<file path="config.mk">
export PLATFORM = sky130hd
export DESIGN_NAME = ftct_ram
export DESIGN_NICKNAME = d
export VERILOG_FILES = /design/src/rtl/core/ftct_ram.sv
export SDC_FILE = /design/constraint.sdc
export NUM_CORES = 1
export LEC_CHECK = 0
export ABC_CLOCK_PERIOD_IN_PS = 4620
export BUFFER_PORTS_ARGS = -buffer_cell sky130_fd_sc_hd__buf_2
export CAP_MARGIN = 15
export CORE_MARGIN = 2
export CORE_UTILIZATION = 29
export DETAILED_ROUTE_END_ITERATION = 8
export SYNTH_ARGS = -nofsm -noshare
export SYNTH_HDL_FRONTEND = slang
export SYNTH_SLANG_ARGS = --single-unit
</file>
<file path="constraint.sdc">
create_clock -name clk -period 4.62 [get_ports clk]
set_input_delay 0.924 -clock clk [delete_from_list [all_inputs] [get_ports clk]]
set_output_delay 0.924 -clock clk [all_outputs]
set_load 0.01 [all_outputs]
</file>
<file path="src/rtl/core/ftct_ram.sv">
// Generic single-write, single-read RAM with registered read data.
// Read-first on a same-address collision. No dependencies.
`default_nettype none

module ftct_ram #(
  parameter int WIDTH = 8,
  parameter int DEPTH = 16,
  parameter int AW    = (DEPTH > 1) ? $clog2(DEPTH) : 1
) (
  input  wire logic             clk,
  input  wire logic             we,
  input  wire logic [AW-1:0]    waddr,
  input  wire logic [WIDTH-1:0] wdata,
  input  wire logic             re,
  input  wire logic [AW-1:0]    raddr,
  output logic      [WIDTH-1:0] rdata
);

  logic [WIDTH-1:0] mem [DEPTH];

  always_ff @(posedge clk) begin
    if (we) begin
      mem[waddr] <= wdata;
    end
    if (re) begin
      rdata <= mem[raddr];
    end
  end

endmodule

`default_nettype wire

</file>
After elaboration in Yosys (flattened, before gate mapping)
Memories as Yosys holds them, arrays and structs flattened. A register that Yosys moved wholly into a read port is not among the register bits.
Index checks and enable logic that the tools add are counted.

word-level totals
  bits of input ports = 19
  flip-flop bits (word level) = 0
  word-level logic and storage cells = 3
  bits in writable memories = 128
  output and inout port bits = 8
  memories kept = 1

cells by class
  multiplexer cells = 2

memories
  memory  depth  bits a word  rd ports  clocked after memory_dff  wr ports  RTL line  RTL
  mem     16     8            1         1                         1         19        logic [WIDTH-1:0] mem [DEPTH];

operator list
  operator          number
  2-to-1 mux 1 bit  2

Depth between registers and ports, before layout
  depth in word-level cells = 2
  gate-level depth with buffers = 5
  depth with buffers taken out = 3

Worst setup path before layout
No wires, ideal clock.

  path kind = input to register
  start point = input waddr[2]
  end point = memory mem[0][0] (enable)
  slack = 2203 ps
  arrival time = 2034 ps
  path buffers = 0
  stages = 2
  cell sequence = or3b_2 nor3_1

RTL lines
  item             RTL line  RTL
  start, declared  12        input wire logic [AW-1:0] waddr,
  end, declared    19

Straight into the memory's write port.

==> flow_summary.ini <==
[synthesis]
synthMuxAreaShare_pct = 14.8
yosysWarnings = 0
synth-adder-area-share_pct = 0
syn-cell-area_sq_mm = 0.00523
syn-num-nets = 248
synth_compound_area_share_pct = 2.30
syn_inst = 229
synth_top_family_by_area = multiplexers
synth_cell_type_count = 18
synth_xor_area_share_pct = 0
ys_seq_elements = 136
seq_area_frac_synth_pct = 78.1
synth-simple-area-share_pct = 3.14
syn_area_per_cell_sq_um = 22.8

[detailed_routing]
first_pass_iters = 4
drt-wirelength-per-cell_microns = 19.9
num_vias = 2389
routed_wl_microns = 10100
antenna_left = 0
drc = 0
first_iter_violations = 270
via_per_inst = 4.68

[grt]
grt_pass1_vias = 2564
grt_overflow = 0
antenna_found_initial = 0
gr-usage-all-layers_pct = 11.3
grt_max_degree = 33
grt_first_pass_wirelength_microns = 15600

[floorplan]
die_h_microns = 138
ios = 27
start_util_pct = 29.3
dieArea_sq_mm = 0.0191
die_w_microns = 138
core-area_sq_mm = 0.0178
rows = 49

[clock_network]
cts_buffer_depth = 2
clk_latency_ps = 410
clock-sinks = 136
cts-resized-gates = 0
path_clk_slew_ps = 60
cts_root_buf = clkbuf_16
cts_tree = done
cts_post_setup_buffers_inserted = 0
holdBufCountCts = 0
cts_htree_levels = 4
numCtsBuffers = 17

[sta]
rsz0062_at_grt = false
tightestPinTransition_ps = 991
clock.fmax_mhz = 378
slew_headroom_pct = 33.7
fin_setup_tns_ps = 0
clock_skew_ps = 2.97
report.final.slew_viol_count = 0
layout_setup_ws_ps = 1970
final.min_clock_period_ps = 2650
post-route-period-util_pct = 57.3
setup_viol_count_final = 0
hold_viol = 0

[worst_hold_path]
hold_class = flop to flop
hold_depth = 3

[final_layout]
layout_commonest_cell = edfxtp_1
drive_above_1_share_pct = 28.8
final_cell_mix = edfxtp_1 (136), buf_2 (26), mux4_2 (18)
antenna_cells = 0
final_nets = 287
area_growth_pct = 19.4
multi_input_area_sq_mm = 0.00106
seq_area_sq_mm = 0.00408
fillers = 1624

[setup_path]
endpoint_kind = flop
critical_path_class = input pin to flop
start_kind = input pin
cp.arrival_ps = 2800
crit_required_ps = 4780
critPathMaxFanout = 18
ff2ff_path_depth = 3

[job]
maxCapViolations = 0

[place]
hpwl_microns = 6450
port_buffers = 26
place_ws_ps = 1510
gp_congestion = 0.737

[pwr]
p_per_area_mw_per_mm2 = 480
p_leak_nw = 2.04
ir_drop_uv = 292

[outcome]
status = finished clean
-- layer usage --
metal | global-route usage (%) | part of all wire (%) | up-vias | wire (microns)
met2 | 16.4 | 46 | 81 | 4650
met5 | 0 | 0 | - | 0
li1 | - | - | 1059 | -
met3 | 3.67 | 7.5 | 4 | 756
met1 | 15.8 | 46 | 1245 | 4700
met4 | 4.51 | 0.46 | 0 | 47
-- cells in the mapped netlist --
master           count  share of area [%]
buf_2                3               0.29
or3b_2               1               0.17
nor2_1              13               0.93
nor2b_1              1               0.12
nor3_1               4               0.38
mux4_2              18                7.8
mux4_1              14                7.0
nand3_1              1              0.096
buf_4                1               0.14
and2_1               1               0.12
buf_6                3               0.65
and2b_1              1               0.14
a22oi_1             16                2.3
edfxtp_1           136                 78
clkdlybuf4s25_2      3               0.57
nand2_1              9               0.65
nand2b_1             2               0.24
nand3b_1             2               0.29
-- stage by stage --
step / cell area [sq um] / utilization (%) / total power [mW] / hold slack, ps / std cells
floorplan: 5230 / - / 1.49 / 705 / 229
global placement: 5590 / 31.3 / 1.54 / 727 / 478
detailed placement: 5590 / 31.3 / 1.55 / 739 / 478
CTS: 6240 / 35.0 / 3.02 / 751 / 510
global route: 6240 / 35.0 / 3.09 / 807 / 510
finish: 6240 / 35.0 / 3.00 / 748 / 510
-- kinds of logic after synthesis --
family                 Yosys count
buffers and inverters           10
flip-flops                     136
AO/OA/AOI/OAI                   16
AND/OR/NAND/NOR                 35
multiplexers                    32
-- state kept, by name, summed over array words and instances (netlist names) --
register / flops
mem: 128
rdata: 8
-- final timing paths --
path / startpoint / end / slack [ps]
setup reg to reg: mem[1][3]$_DFFE_PP_ / rdata[3]$_DFFE_PP_ / 3030
hold reg to reg: mem[12][1]$_DFFE_PP_ / rdata[1]$_DFFE_PP_ / 750
setup / recovery: raddr[0] / rdata[5]$_DFFE_PP_ / 1970
hold / removal: mem[12][1]$_DFFE_PP_ / rdata[1]$_DFFE_PP_ / 750
-- worst max-delay path, stage by stage --
cell	delay (ps)
buf_2	500
buf_4	410
mux4_1	590
a22oi_1	280
nand2_1	100
-- power breakdown --
part,leakage (nW),switching [mW],internal [mW]
Combinational,0.495,0.0762,0.0489
Sequential,1.24,0.00606,1.39
Clock,0.308,0.512,0.963
-- area by class of cell --
cell class | instances | share of cell area (%)
tap | 229 | 4.59
multi-input combinational | 83 | 17.0
clock buffer | 18 | 6.87
clock inverter | 14 | 3.55
timing repair buffer | 30 | 2.57
sequential | 136 | 65.4
(Power assumes the default switching activity.)
